===== config.mk =====
export PLATFORM = sky130hd
export DESIGN_NAME = sm3_hash_engine_top
export DESIGN_NICKNAME = d
export VERILOG_FILES = /design/src/rtl/core/sm3_pkg.sv /design/src/rtl/core/sm3_hash_engine_top.sv /design/src/rtl/core/sm3_ctrl.sv /design/src/rtl/core/sm3_dp.sv
export SDC_FILE = /design/constraint.sdc
export NUM_CORES = 2
export LEC_CHECK = 0
export BUFFER_PORTS_ARGS = -buffer_cell sky130_fd_sc_hd__buf_2
export CAP_MARGIN = 0
export CORE_MARGIN = 10
export CORE_UTILIZATION = 35
export DETAILED_ROUTE_END_ITERATION = 12
export GPL_ROUTABILITY_DRIVEN = 0
export SLEW_MARGIN = 0
export SYNTH_ARGS = -nofsm -noshare
export SYNTH_HDL_FRONTEND = slang
export SYNTH_SLANG_ARGS = --single-unit

===== constraint.sdc =====
create_clock -name clk -period 27 [get_ports clk]
set_input_delay 2.7 -clock clk [delete_from_list [all_inputs] [get_ports clk]]
set_output_delay 2.7 -clock clk [all_outputs]
set_load 0.05 [all_outputs]

===== src/rtl/core/sm3_pkg.sv =====
// sm3 hash engine shared package
// types, constants and helper functions used by all rtl/core modules
`timescale 1ns / 1ps
`default_nettype none
package sm3_pkg;

	typedef struct packed {
		logic [31:0] message_word;
		logic [2:0]  valid_bytes;
		logic        end_of_message;
	} msg_t;

	typedef struct packed {
		logic [31:0] digest_word;
		logic        digest_last;
	} dig_t;

	typedef enum logic [2:0] {
		ST_IDLE,
		ST_ABSORB,
		ST_PAD80,
		ST_PADZ,
		ST_PADLEN,
		ST_LOAD,
		ST_ROUND,
		ST_OUT
	} state_t;

	typedef enum logic [1:0] {
		SRC_MSG,
		SRC_PAD,
		SRC_ZERO,
		SRC_LEN
	} byte_src_t;

	typedef struct packed {
		logic      word_latch;
		logic      byte_we;
		byte_src_t src;
		logic [1:0] byte_idx;
		logic      len_latch;
		logic      load;
		logic      round;
		logic      restart;
		logic [2:0] sel;
	} cmd_t;

	typedef struct packed {
		logic [5:0] off;
		logic       rnd_last;
	} stat_t;

	localparam logic [31:0] T_LOW = 32'h79CC4519;
	localparam logic [31:0] T_HIGH = 32'h7A879D8A;
	localparam logic [7:0] PAD_BYTE = 8'h80;
	localparam logic [5:0] OFF_LAST = 6'd63;
	localparam logic [5:0] OFF_LEN = 6'd56;
	localparam logic [2:0] WORD_LAST = 3'd7;
	localparam logic [2:0] MAX_BYTES = 3'd4;

	localparam logic [31:0] IV [8] = '{
		32'h7380166F, 32'h4914B2B9, 32'h172442D7, 32'hDA8A0600,
		32'hA96F30BC, 32'h163138AA, 32'hE38DEE4D, 32'hB0FB0E4E
	};

	function automatic logic [31:0] rotl(input logic [31:0] x, input int n);
		return (x << n) | (x >> (32 - n));
	endfunction

	function automatic logic [31:0] perm0(input logic [31:0] x);
		return x ^ rotl(x, 9) ^ rotl(x, 17);
	endfunction

	function automatic logic [31:0] perm1(input logic [31:0] x);
		return x ^ rotl(x, 15) ^ rotl(x, 23);
	endfunction

	// round constant rotated left by the round number modulo 32
	function automatic logic [31:0] tconst(input logic [5:0] j);
		logic [63:0] dbl;
		dbl = (j < 6'd16) ? {T_LOW, T_LOW} : {T_HIGH, T_HIGH};
		dbl = dbl << j[4:0];
		return dbl[63:32];
	endfunction

endpackage
`default_nettype wire


===== src/rtl/core/sm3_hash_engine_top.sv =====
// sm3 hash engine top level
// joins sm3_ctrl and sm3_dp; uses sm3_pkg
//
// usage:
// - msg channel: one request carries a big-endian 32-bit word, a count of
//   leading valid bytes (counts above 4 act as 4) and an end-of-message flag
// - dig channel: after the flagged request, eight digest words come out,
//   most significant first, digest_last set on the eighth
// - each request is accepted in idle, then its valid bytes are written one
//   at a time; a full 64-byte block then loads the schedule and runs 64
//   rounds in the single round unit
// - the final request then writes the padding byte, zero bytes up to the
//   length field and the length bytes up to the block end, and runs one or
//   two compressions before the first digest word
// - msg_stall stays high while the block works on a request or shows a digest
// - when the receiver stalls, the digest word holds and the engine waits
// - reset loads the initial value, clears the bit count and leaves the
//   engine idle; the block buffer content is undefined until written
`timescale 1ns / 1ps
`default_nettype none
module sm3_hash_engine_top
	import sm3_pkg::*;
(
	input  wire logic clk,
	input  wire logic arst_n,
	input  wire logic msg_valid,
	output logic      msg_stall,
	input  wire msg_t msg,
	output logic      dig_valid,
	input  wire logic dig_stall,
	output dig_t      dig
);

	cmd_t cmd;
	stat_t st;

	sm3_ctrl u_ctrl (
		.clk       (clk),
		.arst_n    (arst_n),
		.msg_valid (msg_valid),
		.msg       (msg),
		.msg_stall (msg_stall),
		.dig_valid (dig_valid),
		.dig_stall (dig_stall),
		.st        (st),
		.cmd       (cmd)
	);

	sm3_dp u_dp (
		.clk    (clk),
		.arst_n (arst_n),
		.msg    (msg),
		.cmd    (cmd),
		.st     (st),
		.dig    (dig)
	);

endmodule
`default_nettype wire


===== src/rtl/core/sm3_ctrl.sv =====
// sm3 controller state machine
// sequences byte absorb, padding, compression and digest output; uses sm3_pkg
`timescale 1ns / 1ps
`default_nettype none
module sm3_ctrl
	import sm3_pkg::*;
(
	input  wire logic  clk,
	input  wire logic  arst_n,
	input  wire logic  msg_valid,
	input  wire msg_t  msg,
	output logic       msg_stall,
	output logic       dig_valid,
	input  wire logic  dig_stall,
	input  wire stat_t st,
	output cmd_t       cmd
);

	state_t state_q, state_d, ret_q, after_d;
	logic [1:0] k_q;
	logic [2:0] n_q, cnt;
	logic last_q;
	logic [2:0] idx_q;
	logic off63, k_end;

	assign cnt = (msg.valid_bytes > MAX_BYTES) ? MAX_BYTES : msg.valid_bytes;
	assign off63 = st.off == OFF_LAST;
	assign k_end = ({1'b0, k_q} + 3'd1) == n_q;

	always_comb begin
		state_d = state_q;
		after_d = state_q;
		unique case (state_q)
			ST_IDLE: begin
				if (msg_valid) begin
					if (cnt != 3'd0) state_d = ST_ABSORB;
					else if (msg.end_of_message) state_d = ST_PAD80;
				end
			end
			ST_ABSORB: begin
				after_d = k_end ? (last_q ? ST_PAD80 : ST_IDLE) : ST_ABSORB;
				state_d = off63 ? ST_LOAD : after_d;
			end
			ST_PAD80: begin
				after_d = ST_PADZ;
				state_d = off63 ? ST_LOAD : after_d;
			end
			ST_PADZ: begin
				after_d = ST_PADZ;
				if (st.off == OFF_LEN) state_d = ST_PADLEN;
				else state_d = off63 ? ST_LOAD : after_d;
			end
			ST_PADLEN: begin
				after_d = ST_OUT;
				state_d = off63 ? ST_LOAD : ST_PADLEN;
			end
			ST_LOAD: state_d = ST_ROUND;
			ST_ROUND: begin
				if (st.rnd_last) state_d = ret_q;
			end
			ST_OUT: begin
				if (!dig_stall && idx_q == WORD_LAST) state_d = ST_IDLE;
			end
			default: state_d = ST_IDLE;
		endcase
	end

	always_comb begin
		msg_stall = state_q != ST_IDLE;
		dig_valid = state_q == ST_OUT;
		cmd = '0;
		cmd.src = SRC_MSG;
		cmd.byte_idx = k_q;
		cmd.sel = idx_q;
		unique case (state_q)
			ST_IDLE: cmd.word_latch = msg_valid;
			ST_ABSORB: cmd.byte_we = 1'b1;
			ST_PAD80: begin
				cmd.byte_we = 1'b1;
				cmd.src = SRC_PAD;
				cmd.len_latch = 1'b1;
			end
			ST_PADZ: begin
				cmd.byte_we = st.off != OFF_LEN;
				cmd.src = SRC_ZERO;
			end
			ST_PADLEN: begin
				cmd.byte_we = 1'b1;
				cmd.src = SRC_LEN;
			end
			ST_LOAD: cmd.load = 1'b1;
			ST_ROUND: cmd.round = 1'b1;
			ST_OUT: cmd.restart = !dig_stall && idx_q == WORD_LAST;
			default: cmd = '0;
		endcase
	end

	always_ff @(posedge clk or negedge arst_n) begin
		if (!arst_n) begin
			state_q <= ST_IDLE;
			ret_q <= ST_IDLE;
			k_q <= '0;
			n_q <= '0;
			last_q <= 1'b0;
			idx_q <= '0;
		end else begin
			state_q <= state_d;
			if (state_q == ST_IDLE && msg_valid) begin
				k_q <= '0;
				n_q <= cnt;
				last_q <= msg.end_of_message;
				idx_q <= '0;
			end
			if (state_q == ST_ABSORB) k_q <= k_q + 2'd1;
			if (state_d == ST_LOAD) ret_q <= after_d;
			if (state_q == ST_OUT && !dig_stall) idx_q <= idx_q + 3'd1;
		end
	end

endmodule
`default_nettype wire


===== src/rtl/core/sm3_dp.sv =====
// sm3 datapath: block buffer, bit count, message schedule window and round unit
// driven by sm3_ctrl commands; uses sm3_pkg
`timescale 1ns / 1ps
`default_nettype none
module sm3_dp
	import sm3_pkg::*;
(
	input  wire logic clk,
	input  wire logic arst_n,
	input  wire msg_t msg,
	input  wire cmd_t cmd,
	output stat_t     st,
	output dig_t      dig
);

	logic [31:0] wbuf_q [16];
	logic [31:0] win_q [16];
	logic [31:0] cv_q [8];
	logic [31:0] v_q [8];
	logic [31:0] v_d [8];
	logic [63:0] cnt_q, len_q, len_sh;
	logic [31:0] word_q, word_sh;
	logic [5:0] rnd_q, off;
	logic [7:0] bval;
	logic [31:0] a12, ss1, ss2, ff, gg, tt1, tt2, wnew;

	assign off = cnt_q[8:3];
	assign st.off = off;
	assign st.rnd_last = rnd_q == OFF_LAST;
	assign dig.digest_word = cv_q[cmd.sel];
	assign dig.digest_last = cmd.sel == WORD_LAST;

	assign word_sh = word_q >> {~cmd.byte_idx, 3'b000};
	assign len_sh = len_q >> {~off[2:0], 3'b000};

	always_comb begin
		case (cmd.src)
			SRC_MSG: bval = word_sh[7:0];
			SRC_PAD: bval = PAD_BYTE;
			SRC_LEN: bval = len_sh[7:0];
			default: bval = '0;
		endcase
	end

	always_comb begin
		a12 = rotl(v_q[0], 12);
		ss1 = rotl(a12 + v_q[4] + tconst(rnd_q), 7);
		ss2 = ss1 ^ a12;
		if (rnd_q < 6'd16) begin
			ff = v_q[0] ^ v_q[1] ^ v_q[2];
			gg = v_q[4] ^ v_q[5] ^ v_q[6];
		end else begin
			ff = (v_q[0] & v_q[1]) | (v_q[0] & v_q[2]) | (v_q[1] & v_q[2]);
			gg = (v_q[4] & v_q[5]) | (~v_q[4] & v_q[6]);
		end
		tt1 = ff + v_q[3] + ss2 + (win_q[0] ^ win_q[4]);
		tt2 = gg + v_q[7] + ss1 + win_q[0];
		v_d[0] = tt1;
		v_d[1] = v_q[0];
		v_d[2] = rotl(v_q[1], 9);
		v_d[3] = v_q[2];
		v_d[4] = perm0(tt2);
		v_d[5] = v_q[4];
		v_d[6] = rotl(v_q[5], 19);
		v_d[7] = v_q[6];
		wnew = perm1(win_q[0] ^ win_q[7] ^ rotl(win_q[13], 15)) ^ rotl(win_q[3], 7)
			^ win_q[10];
	end

	always_ff @(posedge clk) begin
		if (cmd.word_latch) word_q <= msg.message_word;
		if (cmd.len_latch) len_q <= cnt_q;
		if (cmd.byte_we) wbuf_q[off[5:2]][{~off[1:0], 3'b000} +: 8] <= bval;
		if (cmd.load) begin
			for (int i = 0; i < 16; i++) win_q[i] <= wbuf_q[i];
			for (int i = 0; i < 8; i++) v_q[i] <= cv_q[i];
		end else if (cmd.round) begin
			for (int i = 0; i < 15; i++) win_q[i] <= win_q[i + 1];
			win_q[15] <= wnew;
			for (int i = 0; i < 8; i++) v_q[i] <= v_d[i];
		end
	end

	always_ff @(posedge clk or negedge arst_n) begin
		if (!arst_n) begin
			cnt_q <= '0;
			rnd_q <= '0;
			for (int i = 0; i < 8; i++) cv_q[i] <= IV[i];
		end else begin
			if (cmd.restart) cnt_q <= '0;
			else if (cmd.byte_we) cnt_q <= cnt_q + 64'd8;
			if (cmd.load) rnd_q <= '0;
			else if (cmd.round) rnd_q <= rnd_q + 6'd1;
			if (cmd.restart) begin
				for (int i = 0; i < 8; i++) cv_q[i] <= IV[i];
			end else if (cmd.round && st.rnd_last) begin
				for (int i = 0; i < 8; i++) cv_q[i] <= cv_q[i] ^ v_d[i];
			end
		end
	end

endmodule
`default_nettype wire


Word level (Yosys, flattened, before mapping)
Memory sizes are Yosys's and may differ from the RTL's. Cells that the tools add are included.

Register bits after elaboration: 437. Bits in latches: 0. RAM bits: 1280. ROM bits: 0. Output and inout port bits: 35. Memories kept: 3.

Add/sub/neg operators: 14. Multipliers: 0. Divide/modulo/power cells: 0. Order comparisons: 3. Equal/unequal tests: 16. Shifts and indexed selects: 5. Muxes and demuxes: 69. Bitwise gates (word level): 69. Reduce and logical (&&, ||, !) cells: 16.

Memories: u_dp.wbuf_q (words 16, width 32, rd ports 16, clocked after memory_dff 0, wr ports 1, RTL line sm3_dp.sv:16) `logic [31:0] wbuf_q [16];`; u_dp.win_q (words 16, width 32, rd ports 16, clocked after memory_dff 0, wr ports 16, RTL line sm3_dp.sv:17) `logic [31:0] win_q [16];`; u_dp.v_q (words 8, width 32, rd ports 8, clocked after memory_dff 0, wr ports 8, RTL line sm3_dp.sv:19) `logic [31:0] v_q [8];`.

Operators by type and width (number): 2-to-1 mux 32 bit (29); XOR 32 bit (22); 2-to-1 mux 256 bit (2); adder 32 bit (8); bitwise AND 32 bit (5); 2-to-1 mux 64 bit (2); binary-select mux 32 bit (select 3 bit) (1); bitwise OR 32 bit (3); adder 64 x 4 -> 64 bit, second input constant (1); bitwise OR 32 x 15 -> 32 bit (2); bitwise OR 32 x 7 -> 32 bit (2); bitwise OR 32 x 9 -> 32 bit (2); << shifter 64 x 5 -> 64 bit (1); right shift 64 x 6 -> 8 bit (1); 2-to-1 mux 58 bit (1); 2-to-1 mux 3 bit (12); NOT 32 bit (1); bitwise OR 32 x 12 -> 32 bit (1); bitwise OR 32 x 17 -> 32 bit (1); bitwise OR 32 x 19 -> 32 bit (1); bitwise OR 32 x 23 -> 32 bit (1); variable shift 8 x 7 -> 32 bit, first input constant (1); variable part select 8 x 7 -> 32 bit (1); right shift 32 x 5 -> 8 bit (1); 36 further kinds (90).

Longest topological paths before layout
An unclocked memory read counts as a cell.

Depth in word-level cells: 14. Gate-level depth with buffers: 43.

By module
From an unflattened synthesis, not the netlist that was laid out.

Cells, all modules: 7043. Area, all modules: 84050.6 um^2.

Modules (own cells, without submodules): sm3_dp (times used 1, cells an instance 6943, area an instance 83084.7 um^2, seq. area each 49461.2 um^2); sm3_ctrl (times used 1, cells an instance 100, area an instance 965.9 um^2, seq. area each 375.4 um^2).

Least setup slack after synthesis
No wires, ideal clock.

Kind: register to register. Start: reg u_ctrl.state_q[1]. End: reg u_dp.rnd_q[0]. Library setup time: 0.789 ns. Arrival time: 16.612 ns. Path slack: 9.599 ns. Stages on the path, launching flop included: 8. Path buffers: 3. Period minus slack after synthesis: 17.401 ns. Cells stage by stage: dfrtp_1 > clkbuf_1 > and3_1 > clkbuf_1 > clkbuf_1 > nor2_1 > inv_1 > o21ai_0.

Word-level cells in the longest chain between the ends: 3.

Ends and longest elaborated chain: from (decl) (RTL line sm3_ctrl.sv:19) `state_t state_q, state_d, ret_q, after_d;`; from (signal assigned) (RTL line sm3_ctrl.sv:107) `state_q <= state_d;`; == test 3 bit (RTL line sm3_ctrl.sv:75) `unique case (state_q)`; 2-to-1 mux 1 bit (RTL line sm3_ctrl.sv:75); 2-to-1 mux 6 bit / nonzero test 2 bit (equally long branches); to (signal assigned) (RTL line sm3_dp.sv:93) `else if (cmd.round) rnd_q <= rnd_q + 6'd1;`; to (decl) (RTL line sm3_dp.sv:23) `logic [5:0] rnd_q, off;`.

Several ways; a longest one is shown, not always the timed one. A chain may end at the register's enable or synchronous reset.

Final worst setup path
Start: reg u_dp.rnd_q[4]. End: reg u_dp.cv_q[101] in the netlist's numbering.

Word-level cells in the longest chain between the ends: 13.

Ends and longest elaborated chain: less-than comparator 6 x 5 -> 1 bit (RTL line sm3_pkg.sv:81, sm3_dp.sv:49); 2-to-1 mux 58 bit (RTL line sm3_pkg.sv:81) `dbl = (j < 6'd16) ? {T_LOW, T_LOW} : {T_HIGH, T_HIGH};`; << shifter 64 x 5 -> 64 bit (RTL line sm3_pkg.sv:82) `dbl = dbl << j[4:0];`; adder 32 bit (RTL line sm3_dp.sv:47) `ss1 = rotl(a12 + v_q[4] + tconst(rnd_q), 7);`; bitwise OR 32 x 7 -> 32 bit (RTL line sm3_pkg.sv:67) `return (x << n) | (x >> (32 - n));`; adder 32 bit (2 in series) (RTL line sm3_dp.sv:57) `tt2 = gg + v_q[7] + ss1 + win_q[0];`; bitwise OR 32 x 9 -> 32 bit (RTL line sm3_pkg.sv:67); XOR 32 bit (2 in series) (RTL line sm3_pkg.sv:71) `return x ^ rotl(x, 9) ^ rotl(x, 17);`; XOR 32 bit (RTL line sm3_dp.sv:97) `for (int i = 0; i < 8; i++) cv_q[i] <= cv_q[i] ^ v_d[i];`; 2-to-1 mux 256 bit (RTL line sm3_dp.sv:96) `end else if (cmd.round && st.rnd_last) begin`; 2-to-1 mux 256 bit (RTL line sm3_dp.sv:94) `if (cmd.restart) begin`; to (decl) (RTL line sm3_dp.sv:18) `logic [31:0] cv_q [8];`.

Several ways; a longest one is shown, not always the timed one. The select of a mux whose other input is x is not followed.

==> impl_results.md <==
- Status: complete, no violations
- Die area: 0.261 mm^2
- Slew headroom: 8.07%
- Mapped Area: 0.0844 mm^2
- Core ar.: 0.240 mm^2
- Grt ovf: 0
- Post-CTS Repair Setup Buffers: 0
- Final hold violation count: 0
- CTS Buffer Depth: 3
- Layout cell share with drive strength beyond 1: 9.22%
- Maxcap violations: 0
- Placed inst area: 0.0882 mm^2
- Initial antenna violation count: 13
- Via count of the first global-routing pass: 55000
- Final instance area: 0.0940 mm^2
- Critical path's slowest cell: a2111oi_0
- Synth warn: 0
- First-pass GRT wire length: 381000 um
- Hold Path Class: register to register
- Yosys reg bits: 1711
- Share of the synthesized area in the top cell type: 48.9%
- Worst Path Arrival: 10.95 ns
- Clk pwr share: 46.6%
- Die height: 511 um
- CP endpoint kind: register
- RSZ-0062 raised after global routing: no
- Fin. max-slew vios: 0
- Seq pwr share: 53.0%
- Largest cells by area after synthesis: edfxtp_1 49%, nand2_1 11%, dfrtp_1 6.5%
- Fmax: 97.8 MHz
- Synth area leader: edfxtp_1
- Vias per cell: 5.28
- Port Buffers: 74
- Final setup violation count: 0
- CP most frequent cell: fa_1
- Crit Path Class: register to register
- Nets: 7980
- Drt wl/cell: 23.8 um
- DRC: 0
- Root Buffer: clkbuf_16
- Tcrit/Tclk final: 37.9%
- Tmin final: 10.22 ns
- Drt total wl: 261000 um
- Static Leak: 35.8 nW
- Hold_buf cts: 0
- TritonCTS Buffers: 172
- Multi-input logic area: 0.0320 mm^2
- Pwr/cell area: 56.5 mW/mm^2
- Starting Density: 35.1%
- Post-synth cell types: 81
- Clk sinks: 1711
- Maximum fanout along the worst path: 48
- Clk_lat worst skew: 0.85 ns
- Maximum VDD drop: 0.0000546 V
- Async SR Flop Fraction: 19.8%
- Switching Fraction: 20.8%
- Worst-path clk slew: 0.06 ns
- Sequential fraction of the synthesis area: 59.1%
- Slowest stage delay, CP: 0.72 ns
- Mapped Nets: 7996
- Reg area: 0.0498 mm^2
- Worst Path Required: 27.72 ns
- Worst Tran Pin Value: 1.37 ns
- DP HPWL: 181000 um
- Antenna Nets Post-Route: 0
- # resized after CTS: 0
- TritonCTS clock tree: yes
- Die width: 511 um
- Main synth FF type: edfxtp_1
- CP Launch Type: register
- TritonRoute pass-1 iters: 8
- FP Rows: 180
- H-tree Lvls: 4
- Syn Inst Count: 7663
- Clock Skew: 0.0786 ns
- Setup TNS: 0 ns
- DR vias: 58000
- NetSw: 1.11 mW
- # IOs: 75
- EDFF count, synth: 1373
- Total track usage: 19.3%
- Most instantiated library cell after synthesis: nand2_1
- Most instantiated cells after synthesis: 2425 x nand2_1, 1373 x edfxtp_1, 433 x nor2_1
- Detailed router's first-iteration violation count: 6356
- P_int: 4.21 mW
- Avg Cell Area, Syn: 11.0 um^2
- Largest net degree at the start of global routing: 196
- Area delta synth->final: 11.4%
- Combinational fraction of design power: 0.4%
- Final Power: 5.31 mW
- Layout fillers: 22900
-- path summary, 6_finish.rpt --
path,startpoint,endpoint,slack [ns],cells after the start
worst max-delay path,u_dp.rnd_q[4]$_DFFE_PN0P_,u_dp.cv_q[101]$_DFFE_PN1P_,16.78,36
worst min-delay path,u_dp.wbuf_q[14][13]$_DFFE_PP_,u_dp.win_q[14][13]$_DFFE_PP_,0.46,2
worst max register to register,u_dp.rnd_q[4]$_DFFE_PN0P_,u_dp.cv_q[101]$_DFFE_PN1P_,16.78,36
worst min register to register,u_dp.wbuf_q[14][13]$_DFFE_PP_,u_dp.win_q[14][13]$_DFFE_PP_,0.46,2
max in group asynchronous,arst_n,u_dp.cnt_q[38]$_DFFE_PN0P_,23.39,2
min in group asynchronous,arst_n,u_dp.cv_q[86]$_DFFE_PN0P_,1.97,1
-- state kept, by name, summed over array words and instances (netlist names), 6 cells and up --
signal       count
u_dp.word_q     32
u_dp.v_q       256
u_dp.wbuf_q    512
u_dp.cnt_q      61
u_dp.rnd_q       6
u_dp.len_q      61
u_dp.cv_q      256
u_dp.win_q     512
-- power groups by stage --
stage | sequential [mW] | combinational, mW | clock, mW
after floorplan | 2.87 | 0.00540 | 0
after global placement | 2.87 | 0.0230 | 0
after detailed placement | 2.87 | 0.0233 | 0
after CTS | 2.82 | 0.0232 | 2.51
after global routing | 2.81 | 0.0250 | 2.61
final | 2.82 | 0.0222 | 2.48
-- worst max-delay path, delay by kind of cell (launching register included) --
family	cells	cell delay, ns
muxes	2	0.48
DFF	1	0.41
adders and majority gates	6	2.48
AOI/OAI and AO/OA	12	3.65
buffers and inverters	3	0.42
and+or+nand+nor	11	2.34
xor gates and xnor gates	2	0.32
-- metal layers --
layer  global-route usage, %  share of wire (%)
met5                       0              0.016
met4                    7.46                4.5
met3                    3.50                8.2
met2                    30.1                 45
met1                    26.8                 42
-- layout make-up --
class | instances | share of cell area [%]
sequential | 1711 | 53.0
multi-input combinational | 5265 | 34.1
clock buffer | 223 | 4.90
tap | 3185 | 4.24
inverter | 339 | 1.36
clock inverter | 100 | 1.28
timing repair buffer | 158 | 1.13
antenna | 3 | 0.00799
-- cell usage in the layout, fill, tap and decap left out, types with 19 or more instances in the layout --
master and instances:
a21o_1 47, nor3_1 41, ha_1 105, dfrtp_1 215, buf_2 73, o21ai_0 417, dfstp_2 119, o211ai_1 24
mux2i_1 61, nor2_1 423, nand2_1 2423, fa_1 188, clkbuf_16 172, and3_1 125, or3_1 52, mux4_2 85
inv_1 335, clkinv_2 28, edfxtp_1 1373, nor2b_1 20, nand4_1 19, o31ai_1 20, xnor2_1 330, clkbuf_1 40
a21oi_1 249, mux2_2 44, o21a_1 19, xor2_1 258, nand3_1 76, clkinv_1 29, buf_4 80, a31oi_1 34
-- cells by family (layout without fill, tap and decap cells) --
logic type	Yosys count	count (layout)	synth area share [%]
AND/OR/NAND/NOR	3257	3257	15.6
multiplexers	190	190	3.58
buffers and inverters	687	820	3.06
adder cells (fa/ha/maj)	293	293	6.02
AO/OA/AOI/OAI	929	929	6.40
other	0	3	0
flip-flops	1711	1711	59.1
XOR/XNOR	596	596	6.32
-- stage by stage --
step / hold WS [ns] / worst slack, ns / std cells / util (%)
5_1_grt: 0.479 / 16.16 / 11000 / 39.1
4_1_cts: 0.462 / 16.96 / 11000 / 39.1
3_5_place_dp: 0.452 / 17.02 / 10700 / 36.7
2_1_floorplan: 0.423 / 9.60 / 7663 / -
6_report: 0.457 / 16.78 / 11000 / 39.1
3_3_place_gp: 0.442 / 17.27 / 10700 / 36.7
No activity file was read; power rests on OpenSTA's default activity.
